<file path="config.mk">
export PLATFORM = sky130hd
export DESIGN_NAME = variable_width_field_packer_top
export DESIGN_NICKNAME = d
export VERILOG_FILES = /design/src/rtl/fvp_pkg.sv /design/src/rtl/fvp_front.sv /design/src/rtl/fvp_queue.sv /design/src/rtl/fvp_back.sv /design/src/rtl/variable_width_field_packer_top.sv
export SDC_FILE = /design/constraint.sdc
export NUM_CORES = 1
export LEC_CHECK = 0
export BUFFER_PORTS_ARGS = -buffer_cell sky130_fd_sc_hd__buf_4
export CORE_MARGIN = 4
export CORE_UTILIZATION = 50
export DETAILED_ROUTE_END_ITERATION = 12
export PLACE_DENSITY = 0.7
export SYNTH_ARGS = -nofsm -noshare
export SYNTH_HDL_FRONTEND = slang
export SYNTH_SLANG_ARGS = --single-unit
</file>
<file path="constraint.sdc">
create_clock -name clk -period 8.2 [get_ports clk]
set_clock_uncertainty 0.2 [all_clocks]
set_input_delay 0.82 -clock clk [delete_from_list [all_inputs] [get_ports clk]]
set_output_delay 0.82 -clock clk [all_outputs]
set_load 0.005 [all_outputs]
</file>
<file path="src/rtl/fvp_pkg.sv">
package fvp_pkg;

    // default sizes
    localparam int MAX_FIELDS_DEF   = 48;
    localparam int VALUE_BITS_DEF   = 32;

    // port widths
    localparam int FIELD_VALUE_W    = 32;
    localparam int CFG_DATA_W       = 64;
    localparam int CFG_INDEX_W      = 3;
    localparam int OFFSET_W         = 8;
    localparam int FIELD_INDEX_W    = 6;
    localparam int BYTE_W           = 8;
    localparam int PEND_W           = 7;
    localparam int PEND_CNT_W       = 3;

    // width table layout
    localparam int TABLE_COUNT      = 4;
    localparam int TABLE_SEL_W      = 2;
    localparam int FIELDS_PER_TABLE = 12;
    localparam int SLOT_W           = 4;
    localparam int WIDTH_CODE_W     = 5;
    localparam int CODE_POS_W       = 6;

    // configuration register indexes
    typedef enum logic [CFG_INDEX_W-1:0] {
        REG_VALUE_OFFSET  = 3'd0,
        REG_FIELD_COUNT   = 3'd1,
        REG_WIDTH_TABLE_A = 3'd2,
        REG_WIDTH_TABLE_B = 3'd3,
        REG_WIDTH_TABLE_C = 3'd4,
        REG_WIDTH_TABLE_D = 3'd5
    } cfg_reg_t;

endpackage

</file>
<file path="src/rtl/fvp_front.sv">
module fvp_front #(
    parameter int MAX_FIELDS = fvp_pkg::MAX_FIELDS_DEF,
    parameter int VALUE_BITS = fvp_pkg::VALUE_BITS_DEF,
    localparam int W_W = $clog2(VALUE_BITS + 1)
) (
    input  logic                             clk,
    input  logic                             rst_n,
    input  logic                             cfg_we,
    input  logic [fvp_pkg::CFG_INDEX_W-1:0]  cfg_index,
    input  logic [fvp_pkg::CFG_DATA_W-1:0]   cfg_data,
    input  logic                             in_valid,
    output logic                             in_ready,
    input  logic [fvp_pkg::FIELD_VALUE_W-1:0] field_value,
    output logic                             push_valid,
    input  logic                             push_ready,
    output logic [VALUE_BITS-1:0]            push_value,
    output logic [W_W-1:0]                   push_width,
    output logic                             push_last
);

    localparam int IDX_W = fvp_pkg::FIELD_INDEX_W;

    logic [fvp_pkg::OFFSET_W-1:0]   value_offset_reg;
    logic [IDX_W-1:0]               field_count_reg;
    logic [fvp_pkg::CFG_DATA_W-1:0] width_table_reg [fvp_pkg::TABLE_COUNT];
    logic [IDX_W-1:0]               field_index_reg;
    logic [IDX_W-1:0]               field_index_next;

    logic [IDX_W-1:0]                    rec_len;
    logic                                last_field;
    logic [IDX_W-1:0]                    idx;
    logic [fvp_pkg::TABLE_SEL_W-1:0]     tab_sel;
    logic [IDX_W-1:0]                    tab_base;
    logic [fvp_pkg::SLOT_W-1:0]          slot;
    logic [fvp_pkg::CODE_POS_W-1:0]      code_pos;
    logic [fvp_pkg::CFG_DATA_W-1:0]      tab_word;
    logic [fvp_pkg::WIDTH_CODE_W-1:0]    width_code;
    logic [fvp_pkg::CODE_POS_W-1:0]      width_sum;
    logic [fvp_pkg::CODE_POS_W-1:0]      width_sat;
    logic [VALUE_BITS-1:0]               diff;
    logic [VALUE_BITS-1:0]               value_mask;
    logic                                push;

    // configuration registers
    always_ff @(posedge clk or negedge rst_n)
    begin
        if (!rst_n)
        begin
            value_offset_reg <= fvp_pkg::OFFSET_W'(1);
            field_count_reg  <= IDX_W'(1);
            for (int i = 0; i < fvp_pkg::TABLE_COUNT; i++)
            begin
                width_table_reg[i] <= '0;
            end
        end
        else if (cfg_we)
        begin
            unique case (fvp_pkg::cfg_reg_t'(cfg_index))
                fvp_pkg::REG_VALUE_OFFSET:  value_offset_reg   <= cfg_data[fvp_pkg::OFFSET_W-1:0];
                fvp_pkg::REG_FIELD_COUNT:   field_count_reg    <= cfg_data[IDX_W-1:0];
                fvp_pkg::REG_WIDTH_TABLE_A: width_table_reg[0] <= cfg_data;
                fvp_pkg::REG_WIDTH_TABLE_B: width_table_reg[1] <= cfg_data;
                fvp_pkg::REG_WIDTH_TABLE_C: width_table_reg[2] <= cfg_data;
                fvp_pkg::REG_WIDTH_TABLE_D: width_table_reg[3] <= cfg_data;
                default: ;
            endcase
        end
    end

    // record length and last-field classification
    always_comb
    begin
        if (field_count_reg == '0)
            rec_len = IDX_W'(1);
        else if (field_count_reg > IDX_W'(MAX_FIELDS))
            rec_len = IDX_W'(MAX_FIELDS);
        else
            rec_len = field_count_reg;
        last_field = (field_index_reg >= rec_len - IDX_W'(1));
        idx        = last_field ? rec_len - IDX_W'(1) : field_index_reg;
    end

    // width lookup: pick the table, then the slot's five-bit width code
    always_comb
    begin
        if (idx < IDX_W'(fvp_pkg::FIELDS_PER_TABLE))
        begin
            tab_sel  = fvp_pkg::TABLE_SEL_W'(0);
            tab_base = '0;
        end
        else if (idx < IDX_W'(2 * fvp_pkg::FIELDS_PER_TABLE))
        begin
            tab_sel  = fvp_pkg::TABLE_SEL_W'(1);
            tab_base = IDX_W'(fvp_pkg::FIELDS_PER_TABLE);
        end
        else if (idx < IDX_W'(3 * fvp_pkg::FIELDS_PER_TABLE))
        begin
            tab_sel  = fvp_pkg::TABLE_SEL_W'(2);
            tab_base = IDX_W'(2 * fvp_pkg::FIELDS_PER_TABLE);
        end
        else
        begin
            tab_sel  = fvp_pkg::TABLE_SEL_W'(3);
            tab_base = IDX_W'(3 * fvp_pkg::FIELDS_PER_TABLE);
        end
        slot       = fvp_pkg::SLOT_W'(idx - tab_base);
        code_pos   = fvp_pkg::CODE_POS_W'(slot) * fvp_pkg::CODE_POS_W'(fvp_pkg::WIDTH_CODE_W);
        tab_word   = width_table_reg[tab_sel];
        width_code = tab_word[code_pos +: fvp_pkg::WIDTH_CODE_W];
        width_sum  = fvp_pkg::CODE_POS_W'(width_code) + fvp_pkg::CODE_POS_W'(1);
        if (width_sum > fvp_pkg::CODE_POS_W'(VALUE_BITS))
            width_sat = fvp_pkg::CODE_POS_W'(VALUE_BITS);
        else
            width_sat = width_sum;
    end

    // offset removal and masking
    always_comb
    begin
        push_width = W_W'(width_sat);
        diff       = field_value[VALUE_BITS-1:0] - VALUE_BITS'(value_offset_reg);
        value_mask = ~({VALUE_BITS{1'b1}} << push_width);
        push_value = diff & value_mask;
        push_last  = last_field;
    end

    // handshake toward the queue
    assign in_ready   = push_ready;
    assign push_valid = in_valid;
    assign push       = in_valid && push_ready;

    // field position within the record
    always_comb
    begin
        field_index_next = field_index_reg;
        if (push)
            field_index_next = last_field ? '0 : field_index_reg + IDX_W'(1);
    end

    always_ff @(posedge clk or negedge rst_n)
    begin
        if (!rst_n)
            field_index_reg <= '0;
        else
            field_index_reg <= field_index_next;
    end

endmodule

</file>
<file path="src/rtl/fvp_queue.sv">
module fvp_queue #(
    parameter int DATA_W = 8
) (
    input  logic              clk,
    input  logic              rst_n,
    input  logic              in_valid,
    output logic              in_ready,
    input  logic [DATA_W-1:0] in_data,
    output logic              out_valid,
    input  logic              out_ready,
    output logic [DATA_W-1:0] out_data
);

    // depth must stay a power of two so the pointers wrap on their own
    localparam int DEPTH = 2;
    localparam int PTR_W = $clog2(DEPTH);
    localparam int CNT_W = $clog2(DEPTH + 1);

    logic [DATA_W-1:0] entry_reg [DEPTH];
    logic [PTR_W-1:0]  wr_ptr_reg;
    logic [PTR_W-1:0]  wr_ptr_next;
    logic [PTR_W-1:0]  rd_ptr_reg;
    logic [PTR_W-1:0]  rd_ptr_next;
    logic [CNT_W-1:0]  count_reg;
    logic [CNT_W-1:0]  count_next;
    logic              wr_en;
    logic              rd_en;

    assign in_ready  = (count_reg != CNT_W'(DEPTH));
    assign out_valid = (count_reg != '0);
    assign out_data  = entry_reg[rd_ptr_reg];
    assign wr_en     = in_valid && in_ready;
    assign rd_en     = out_valid && out_ready;

    // pointer and fill bookkeeping
    always_comb
    begin
        wr_ptr_next = wr_en ? wr_ptr_reg + PTR_W'(1) : wr_ptr_reg;
        rd_ptr_next = rd_en ? rd_ptr_reg + PTR_W'(1) : rd_ptr_reg;
        count_next  = count_reg;
        if (wr_en && !rd_en)
            count_next = count_reg + CNT_W'(1);
        else if (rd_en && !wr_en)
            count_next = count_reg - CNT_W'(1);
    end

    always_ff @(posedge clk or negedge rst_n)
    begin
        if (!rst_n)
        begin
            wr_ptr_reg <= '0;
            rd_ptr_reg <= '0;
            count_reg  <= '0;
        end
        else
        begin
            wr_ptr_reg <= wr_ptr_next;
            rd_ptr_reg <= rd_ptr_next;
            count_reg  <= count_next;
        end
    end

    // entry storage
    always_ff @(posedge clk)
    begin
        if (wr_en)
            entry_reg[wr_ptr_reg] <= in_data;
    end

    // fill level never passes the depth
    assert property (@(posedge clk) disable iff (!rst_n)
        count_reg <= CNT_W'(DEPTH))
        else $error("queue fill level beyond depth");

endmodule

</file>
<file path="src/rtl/fvp_back.sv">
module fvp_back #(
    parameter int VALUE_BITS = fvp_pkg::VALUE_BITS_DEF,
    localparam int W_W = $clog2(VALUE_BITS + 1)
) (
    input  logic                        clk,
    input  logic                        rst_n,
    input  logic                        pop_valid,
    output logic                        pop_ready,
    input  logic [VALUE_BITS-1:0]       pop_value,
    input  logic [W_W-1:0]              pop_width,
    input  logic                        pop_last,
    output logic                        out_valid,
    input  logic                        out_ready,
    output logic [fvp_pkg::BYTE_W-1:0]  packed_byte,
    output logic                        record_end
);

    localparam int ACC_W = VALUE_BITS + fvp_pkg::PEND_W;
    localparam int TOT_W = $clog2(ACC_W + 1);
    localparam int PW    = fvp_pkg::PEND_W;
    localparam int PCW   = fvp_pkg::PEND_CNT_W;
    localparam int BW    = fvp_pkg::BYTE_W;

    logic [ACC_W-1:0] acc_reg;
    logic [ACC_W-1:0] acc_next;
    logic [TOT_W-1:0] total_reg;
    logic [TOT_W-1:0] total_next;
    logic             last_reg;
    logic             last_next;
    logic             busy_reg;
    logic             busy_next;
    logic [PW-1:0]    pending_bits_reg;
    logic [PW-1:0]    pending_bits_next;
    logic [PCW-1:0]   pending_count_reg;
    logic [PCW-1:0]   pending_count_next;
    logic             out_valid_reg;
    logic             out_valid_next;
    logic [BW-1:0]    packed_byte_reg;
    logic             record_end_reg;

    logic             done_quiet;
    logic             idle_now;
    logic [PW-1:0]    pend_bits_eff;
    logic [PCW-1:0]   pend_cnt_eff;
    logic             take;
    logic [ACC_W-1:0] fresh_acc;
    logic [TOT_W-1:0] fresh_total;
    logic [ACC_W-1:0] cur_acc;
    logic [TOT_W-1:0] cur_total;
    logic             cur_last;
    logic             cur_active;
    logic             has_full;
    logic             out_free;
    logic             emit;
    logic             record_done;

    // a word with fewer than eight bits left and no record end just parks its bits
    always_comb
    begin
        done_quiet    = busy_reg && (total_reg < TOT_W'(BW)) && !last_reg;
        idle_now      = !busy_reg || done_quiet;
        pend_bits_eff = done_quiet ? acc_reg[PW-1:0] : pending_bits_reg;
        pend_cnt_eff  = done_quiet ? total_reg[PCW-1:0] : pending_count_reg;
        take          = idle_now && pop_valid;
        fresh_acc     = ACC_W'(pend_bits_eff) | (ACC_W'(pop_value) << pend_cnt_eff);
        fresh_total   = TOT_W'(pend_cnt_eff) + TOT_W'(pop_width);
    end

    // working word: fresh from the queue or carried over
    always_comb
    begin
        cur_acc    = take ? fresh_acc : acc_reg;
        cur_total  = take ? fresh_total : total_reg;
        cur_last   = take ? pop_last : last_reg;
        cur_active = take || (busy_reg && !done_quiet);
        has_full   = (cur_total >= TOT_W'(BW));
        out_free   = !out_valid_reg || out_ready;
        emit       = cur_active && (has_full || cur_last) && out_free;
        record_done = emit && cur_last && (cur_total <= TOT_W'(BW));
    end

    assign pop_ready = idle_now;

    // next state of the bit accumulator
    always_comb
    begin
        acc_next           = acc_reg;
        total_next         = total_reg;
        last_next          = last_reg;
        busy_next          = busy_reg;
        pending_bits_next  = pending_bits_reg;
        pending_count_next = pending_count_reg;
        if (idle_now)
        begin
            pending_bits_next  = pend_bits_eff;
            pending_count_next = pend_cnt_eff;
            busy_next          = 1'b0;
        end
        if (cur_active)
        begin
            if (record_done)
            begin
                busy_next          = 1'b0;
                pending_bits_next  = '0;
                pending_count_next = '0;
            end
            else if (emit)
            begin
                busy_next  = 1'b1;
                acc_next   = cur_acc >> BW;
                total_next = cur_total - TOT_W'(BW);
                last_next  = cur_last;
            end
            else if (!has_full && !cur_last)
            begin
                busy_next          = 1'b0;
                pending_bits_next  = cur_acc[PW-1:0];
                pending_count_next = cur_total[PCW-1:0];
            end
            else
            begin
                busy_next  = 1'b1;
                acc_next   = cur_acc;
                total_next = cur_total;
                last_next  = cur_last;
            end
        end
    end

    // output register
    always_comb
    begin
        out_valid_next = out_valid_reg;
        if (emit)
            out_valid_next = 1'b1;
        else if (out_ready)
            out_valid_next = 1'b0;
    end

    always_ff @(posedge clk or negedge rst_n)
    begin
        if (!rst_n)
        begin
            busy_reg          <= 1'b0;
            pending_bits_reg  <= '0;
            pending_count_reg <= '0;
            out_valid_reg     <= 1'b0;
        end
        else
        begin
            busy_reg          <= busy_next;
            pending_bits_reg  <= pending_bits_next;
            pending_count_reg <= pending_count_next;
            out_valid_reg     <= out_valid_next;
        end
    end

    // accumulator and output payload
    always_ff @(posedge clk)
    begin
        acc_reg   <= acc_next;
        total_reg <= total_next;
        last_reg  <= last_next;
        if (emit)
        begin
            packed_byte_reg <= cur_acc[BW-1:0];
            record_end_reg  <= record_done;
        end
    end

    assign out_valid   = out_valid_reg;
    assign packed_byte = packed_byte_reg;
    assign record_end  = record_end_reg;

    // while busy, bits above the live count are clear
    assert property (@(posedge clk) disable iff (!rst_n)
        busy_reg |-> ((acc_reg >> total_reg) == '0))
        else $error("accumulator holds stray bits above its count");

    // the record end leaves no pending bits behind
    assert property (@(posedge clk) disable iff (!rst_n)
        record_done |=> (pending_count_reg == '0) && (pending_bits_reg == '0))
        else $error("pending bits survive a record end");

    // a new word is only taken once the current one is retired
    assert property (@(posedge clk) disable iff (!rst_n)
        (busy_reg && (total_reg >= TOT_W'(BW))) |-> !pop_ready)
        else $error("queue popped while bytes remain");

endmodule

</file>
<file path="src/rtl/variable_width_field_packer_top.sv">
// Packs a record of field values into an lsb-first byte stream. Each accepted word on the
// input is one field: the offset register is subtracted (wrapping), the result is cut to
// that field's width from the width tables (code plus one, 1 to 32 bits), and the bits are
// appended behind any bits still pending. Full bytes leave at one byte per cycle while the
// output is not stalled; after the last field of a record a partial byte is flushed
// zero-padded, and the final byte of the record carries record_end. The back end takes a
// new field only once the current one has no full byte left, or for a record's last field,
// no bits left. A two-entry queue between the classifying front and the packing back end
// lets the input keep taking fields while bytes drain, and the output is registered. The
// user must write the configuration registers only while the block is idle; the block
// itself does not enforce this.
module variable_width_field_packer_top #(
    parameter int MAX_FIELDS = fvp_pkg::MAX_FIELDS_DEF,
    parameter int VALUE_BITS = fvp_pkg::VALUE_BITS_DEF
) (
    input  logic                              clk,
    input  logic                              rst_n,
    input  logic                              cfg_we,
    input  logic [fvp_pkg::CFG_INDEX_W-1:0]   cfg_index,
    input  logic [fvp_pkg::CFG_DATA_W-1:0]    cfg_data,
    input  logic                              in_valid,
    output logic                              in_ready,
    input  logic [fvp_pkg::FIELD_VALUE_W-1:0] field_value,
    output logic                              out_valid,
    input  logic                              out_ready,
    output logic [fvp_pkg::BYTE_W-1:0]        packed_byte,
    output logic                              record_end
);

    localparam int W_W    = $clog2(VALUE_BITS + 1);
    localparam int WORD_W = VALUE_BITS + W_W + 1;

    logic                  push_valid;
    logic                  push_ready;
    logic [VALUE_BITS-1:0] push_value;
    logic [W_W-1:0]        push_width;
    logic                  push_last;
    logic                  pop_valid;
    logic                  pop_ready;
    logic [WORD_W-1:0]     pop_word;

    // field classification and width lookup
    fvp_front #(
        .MAX_FIELDS (MAX_FIELDS),
        .VALUE_BITS (VALUE_BITS)
    ) u_front (
        .clk         (clk),
        .rst_n       (rst_n),
        .cfg_we      (cfg_we),
        .cfg_index   (cfg_index),
        .cfg_data    (cfg_data),
        .in_valid    (in_valid),
        .in_ready    (in_ready),
        .field_value (field_value),
        .push_valid  (push_valid),
        .push_ready  (push_ready),
        .push_value  (push_value),
        .push_width  (push_width),
        .push_last   (push_last)
    );

    // decoupling queue
    fvp_queue #(
        .DATA_W (WORD_W)
    ) u_queue (
        .clk       (clk),
        .rst_n     (rst_n),
        .in_valid  (push_valid),
        .in_ready  (push_ready),
        .in_data   ({push_last, push_width, push_value}),
        .out_valid (pop_valid),
        .out_ready (pop_ready),
        .out_data  (pop_word)
    );

    // bit packing and byte output
    fvp_back #(
        .VALUE_BITS (VALUE_BITS)
    ) u_back (
        .clk         (clk),
        .rst_n       (rst_n),
        .pop_valid   (pop_valid),
        .pop_ready   (pop_ready),
        .pop_value   (pop_word[VALUE_BITS-1:0]),
        .pop_width   (pop_word[VALUE_BITS +: W_W]),
        .pop_last    (pop_word[WORD_W-1]),
        .out_valid   (out_valid),
        .out_ready   (out_ready),
        .packed_byte (packed_byte),
        .record_end  (record_end)
    );

endmodule
</file>
==> results.sh, run 1 <==
export IMPL_status="finished, final reports clean"
export IMPL_clkTransAtPathRegs_ns=0.06
export IMPL_antenna_found_initial=2
export IMPL_largest_reg_flops=256
export IMPL_cap_viol_max_count=0
export IMPL_ys_ff_latch=425
export IMPL_async_reset_ff_share_pct=68.7
export IMPL_synth_edff_count=133
export IMPL_critPathCaptureType="flop"
export IMPL_htreeDepth=2
export IMPL_dpl_hpwl_um=57100
export IMPL_cts_sinks=425
export IMPL_cts_buffer_depth=3
export IMPL_gp_congestion=1.02
export IMPL_fin_nets=2447
export IMPL_hold_class="in2reg"
export IMPL_synth_top_flop_cell="dfrtp_1"
export IMPL_hold_start="cfg_data[34]"
export IMPL_crit_path_start_kind="flop"
export IMPL_tritoncts="yes"
export IMPL_synth_area_leaders="dfrtp_1 (30%), edfxtp_1 (16%), mux2_2 (13%), mux2i_1 (4.5%), mux4_2 (3.3%)"
export IMPL_final_common_cell="dfrtp_1"
export IMPL_drive_gt1_share_pct=28.2
export IMPL_syn_num_nets=2320
export IMPL_setup_violations=0
export IMPL_syn2layout_area_growth_pct=14.4
export IMPL_arrival_ns=7.94
export IMPL_mostFrequentLayoutCells="dfrtp_1 (287), mux2_2 (276), buf_4 (209)"
export IMPL_clk_latency_ns=0.61
export IMPL_cts_setup_buffers=0
export IMPL_yosysTopAreaCell="dfrtp_1"
export IMPL_finalCritPeriodShare_pct=94.3
export IMPL_timing_hold_ws_ns=0.284
export IMPL_max_clock_freq_mhz=129
export IMPL_yosysTopAreaCellShare_pct=29.7
export IMPL_routed_wl_um=79900
export IMPL_post_place_ws_ns=0.215
export IMPL_setup_tns_ns=0
export IMPL_cts_root_buf="clkbuf_16"
export IMPL_die_h_um=229
export IMPL_grt_start_max_net_pins=157
export IMPL_synth_area_um2=24500
export IMPL_critPathMaxStageDelay_ns=0.63
export IMPL_cp_required_ns=8.41
export IMPL_path_class="reg2reg"
export IMPL_io_buffers=114
export IMPL_period_minus_slack_ns=7.73
export IMPL_ant_nets=0
export IMPL_worst_pin_slew_ns=1.29
export IMPL_syn_inst=2188
export IMPL_placeableCoreArea_um2=48000
export IMPL_hold_violations=0
export IMPL_grt_pass1_vias=19849
export IMPL_vias=19525
export IMPL_ys_types=100
export IMPL_yosysWarnings=0
export IMPL_gr_total_overflow=0
export IMPL_vias_per_cell=6.58
export IMPL_track_usage_pct=29.8
export IMPL_firstDrtPassIters=5
export IMPL_timing_rr_start="u_front.field_count_reg[3]"
export IMPL_crit_path_frequent_cell="ha_1"
export IMPL_die_w_um=229
export IMPL_wl_per_cell_um=26.9
export IMPL_drcViolationCount=0
export IMPL_seq_area_frac_synth_pct=46.2
export IMPL_rsz0062_at_grt="no"
export IMPL_drtIter0Drc=2062
export IMPL_startpoint="u_front.field_count_reg[3]"
export IMPL_fin_ws_ns=0.468
export IMPL_die_area_um2=52500
export IMPL_crit_path_top_delay_cell="a2111oi_0"
export IMPL_core_rowCount=80
export IMPL_slew_headroom_pct=13.9
export IMPL_syn_avg_cell_area_um2=11.2
export IMPL_maxSlewViolCount=0
export IMPL_grt_pass1_wl_um=123000
export IMPL_cts_made_buffers=47
export IMPL_pin_count=115
export IMPL_initial_utilization_pct=50.9
export IMPL_cp_max_fo=11
[area by class of cell]
| class | instances | area [um^2] |
|---|---|---|
| antenna | 2 | 5.00 |
| sequential | 425 | 11300 |
| inverter | 59 | 221 |
| tap | 615 | 769 |
| fill | 4065 | 20100 |
| clock buffer | 62 | 1280 |
| multi-input combinational | 1567 | 12400 |
| timing repair buffer | 215 | 1670 |
| clock inverter | 24 | 284 |
[kinds of logic after synthesis]
| kind of cell | share of synthesized area (%) |
|---|---|
| AO/OA/AOI/OAI | 14.8 |
| XOR/XNOR | 1.68 |
| adder cells (fa/ha/maj) | 1.52 |
| buffers and inverters | 3.47 |
| flip-flops | 46.2 |
| multiplexers | 21.2 |
| AND/OR/NAND/NOR | 11.1 |
[cells in the mapped netlist (12+ instances only)]
master	n
a2111oi_0	12
a211oi_1	24
a21o_1	14
a21oi_1	102
a221oi_1	13
a22o_1	13
a22oi_1	28
a31oi_1	18
and3_1	42
buf_1	14
buf_2	24
clkbuf_1	84
dfrtp_1	290
edfxtp_1	133
ha_1	25
inv_1	54
mux2_2	276
mux2i_1	110
mux4_2	36
nand2_1	183
nand2b_1	24
nand3_1	34
nand4_1	12
nor2_1	130
nor3_1	44
nor4_1	16
o211ai_1	14
o21a_1	15
o21ai_0	73
o221ai_1	12
o22ai_1	28
o31ai_1	14
xnor2_1	28
xor2_1	19
[worst paths after layout]
kind / slack, ns / to / depth (start not counted)
hold / removal: 0.28 / u_front.width_table_reg[34] / 2
max in group asynchronous: 5.91 / u_front.width_table_reg[210] / 3
min in group asynchronous: 0.55 / u_front.width_table_reg[156] / 2
hold reg to reg: 0.29 / u_queue.count_reg[1] / 1
setup / recovery: 0.47 / u_queue.entry_reg[1][27] / 29
setup reg to reg: 0.47 / u_queue.entry_reg[1][27] / 29
[worst max-delay path: cells and delay by family (launching register included)]
| family | cells | cell delay [ns] |
|---|---|---|
| fa+ha+maj | 5 | 1.49 |
| simple gates | 6 | 1.14 |
| mux | 1 | 0.46 |
| compound gates | 12 | 2.96 |
| flops | 1 | 0.54 |
| buf+inv | 4 | 0.55 |
| xor+xnor | 1 | 0.18 |
[through the flow]
stage	cell area, um^2	utilization (%)	std cells
finish	28000	58.2	2969
CTS	27900	58.1	2967
floorplan	24500	-	2188
detailed placement	26300	54.8	2880
global placement	26300	54.8	2880
global route	28000	58.2	2968
[what timing repair did]
action,CTS,global route
resized for setup,0,14
setup endpoints to repair,0,62
endpoints found under the hold margin,58,0
hold buffers,1,0
[per-layer routing]
layer	global-route usage (%)	up-vias	share of wire, %
li1	-	8571	-
met5	0	-	0.016
met3	5.23	152	6.4
met4	8.86	2	3.0
met2	49.7	767	48
met1	40.1	10033	42
Power of run 1 is left out: the tool's default activity adds up to more than one toggle a clock period on the data nets, which glitch-free logic cannot reach.
==> run 2: changes to the inputs <==
Settings changed: PLACE_DENSITY 0.7 to 0.67.
Clock period 8.2 ns to 8.7 ns, I/O delays scaled along.
==> run 2 against run 1 <==
Effect of this change: register-to-register slack got worse by 0.15 ns; clock-buffer cell count increased by 2; critical path depth increased by 1; cell area decreased by 1.1%; maximum frequency decreased by 7.8%; first-iteration DRC count decreased by 11%; critical endpoint is now u_queue.entry_reg[0][25].
==> results.sh, run 2 (same netlist as run 1, synthesis figures left out) <==
export IMPL_maxSlewViolCount=0
export IMPL_initial_utilization_pct=50.9
export IMPL_crit_path_frequent_cell="ha_1"
export IMPL_cts_sinks=425
export IMPL_track_usage_pct=29.1
export IMPL_nFillCells=4075
export IMPL_final_common_cell="dfrtp_1"
export IMPL_die_h_um=229
export IMPL_setup_violations=0
export IMPL_drive_gt1_share_pct=27.2
export IMPL_critPathMaxStageDelay_ns=0.49
export IMPL_setup_tns_ns=0
export IMPL_critPathCaptureType="flop"
export IMPL_status="finished, final reports clean"
export IMPL_gr_total_overflow=0
export IMPL_hold_class="in2async"
export IMPL_r2r_cells=30
export IMPL_r2r_end="u_queue.entry_reg[0][25]"
export IMPL_htreeDepth=2
export IMPL_slew_headroom_pct=22.0
export IMPL_timing_rr_start="u_front.field_count_reg[4]"
export IMPL_grt_pass1_vias=19516
export IMPL_drtIter0Drc=1841
export IMPL_cts_hold_buf=0
export IMPL_antenna_found_initial=0
export IMPL_cap_viol_max_count=0
export IMPL_max_clock_freq_mhz=119
export IMPL_vias_per_cell=6.50
export IMPL_rsz0062_at_grt="no"
export IMPL_die_area_um2=52500
export IMPL_placeableCoreArea_um2=48000
export IMPL_core_rowCount=80
export IMPL_tritoncts="yes"
export IMPL_grt_start_max_net_pins=149
export IMPL_n_antenna_cell=0
export IMPL_crit_path_top_delay_cell="ha_1"
export IMPL_largest_reg_flops=256
export IMPL_grt_pass1_wl_um=120000
export IMPL_fin_nets=2420
export IMPL_gp_congestion=1.03
export IMPL_worst_pin_slew_ns=1.17
export IMPL_syn2layout_area_growth_pct=13.1
export IMPL_cts_root_buf="clkbuf_16"
export IMPL_finalCritPeriodShare_pct=96.3
export IMPL_arrival_ns=8.55
export IMPL_clkTransAtPathRegs_ns=0.06
export IMPL_ff2ff_setup_slack_ns=0.32
export IMPL_firstDrtPassIters=5
export IMPL_cp_required_ns=8.86
export IMPL_ctsResizeCount=0
export IMPL_hold_violations=0
export IMPL_vias=19108
export IMPL_drcViolationCount=0
export IMPL_mostFrequentLayoutCells="dfrtp_1 (289), mux2_2 (276), buf_4 (187)"
export IMPL_pin_count=115
export IMPL_cts_setup_buffers=0
export IMPL_dpl_hpwl_um=55600
export IMPL_cts_made_buffers=46
export IMPL_clk_latency_ns=0.58
export IMPL_io_buffers=114
export IMPL_wl_per_cell_um=26.6
export IMPL_routed_wl_um=78100
export IMPL_path_class="reg2reg"
export IMPL_cts_buffer_depth=3
export IMPL_die_w_um=229
export IMPL_period_minus_slack_ns=8.38
export IMPL_ant_nets=0
export IMPL_cp_max_fo=15
export IMPL_crit_path_start_kind="flop"
==> run 2: worst max path at each step <==
stage                                from                       end  slack (ns)  depth (start not counted)
2_1_floorplan  u_front.field_count_reg[4]  u_queue.entry_reg[0][25]        1.04                         36
3_3_place_gp   u_front.field_count_reg[2]  u_queue.entry_reg[0][25]        0.44                         30
3_5_place_dp   u_front.field_count_reg[2]  u_queue.entry_reg[0][25]        0.16                         30
4_1_cts        u_front.field_count_reg[2]  u_queue.entry_reg[0][25]        0.10                         30
5_1_grt        u_front.field_count_reg[4]  u_queue.entry_reg[0][25]        0.03                         30
6_report       u_front.field_count_reg[4]  u_queue.entry_reg[0][25]        0.32                         30
==> run 2: layout make-up <==
class,instances,area [um^2],area share (%)
Sequential cell,425,11300,40.9
Clock inverter,21,244,0.882
Inverter,59,221,0.800
Clock buffer,64,1300,4.70
Tap cell,615,769,2.78
Timing Repair Buffer,189,1440,5.20
Multi-Input combinational cell,1567,12400,44.8
==> run 2: worst max-delay path, delay by kind of cell, from the launching register on <==
family / cells / cell delay [ns]
compound gates: 12 / 3.42
fa+ha+maj: 5 / 1.60
buf+inv: 5 / 0.79
flops: 1 / 0.48
mux: 1 / 0.37
simple gates: 7 / 1.28
==> run 2: stage by stage <==
step           hold slack [ns]  utilization [%]  worst slack, ns  cells  cell area [um^2]
2_1_floorplan            0.261                -             1.04   2188             24500
3_3_place_gp             0.281             54.3            0.444   2855             26100
3_5_place_dp             0.288             54.3            0.163   2855             26100
4_1_cts                  0.112             57.5            0.104   2940             27600
5_1_grt                  0.163             57.6           0.0336   2940             27700
6_report                0.0925             57.6            0.318   2940             27700
==> run 2: routing by layer <==
layer | wire length, um | share of wire, % | vias to the layer above | track usage (%)
met5 | 0 | 0 | - | 0
met4 | 3080 | 3.9 | 0 | 10.7
met3 | 4160 | 5.3 | 169 | 4.01
met2 | 38400 | 49 | 658 | 49.7
met1 | 32400 | 42 | 9740 | 37.9
li1 | - | - | 8541 | -
Power of run 2 is left out for the same reason.
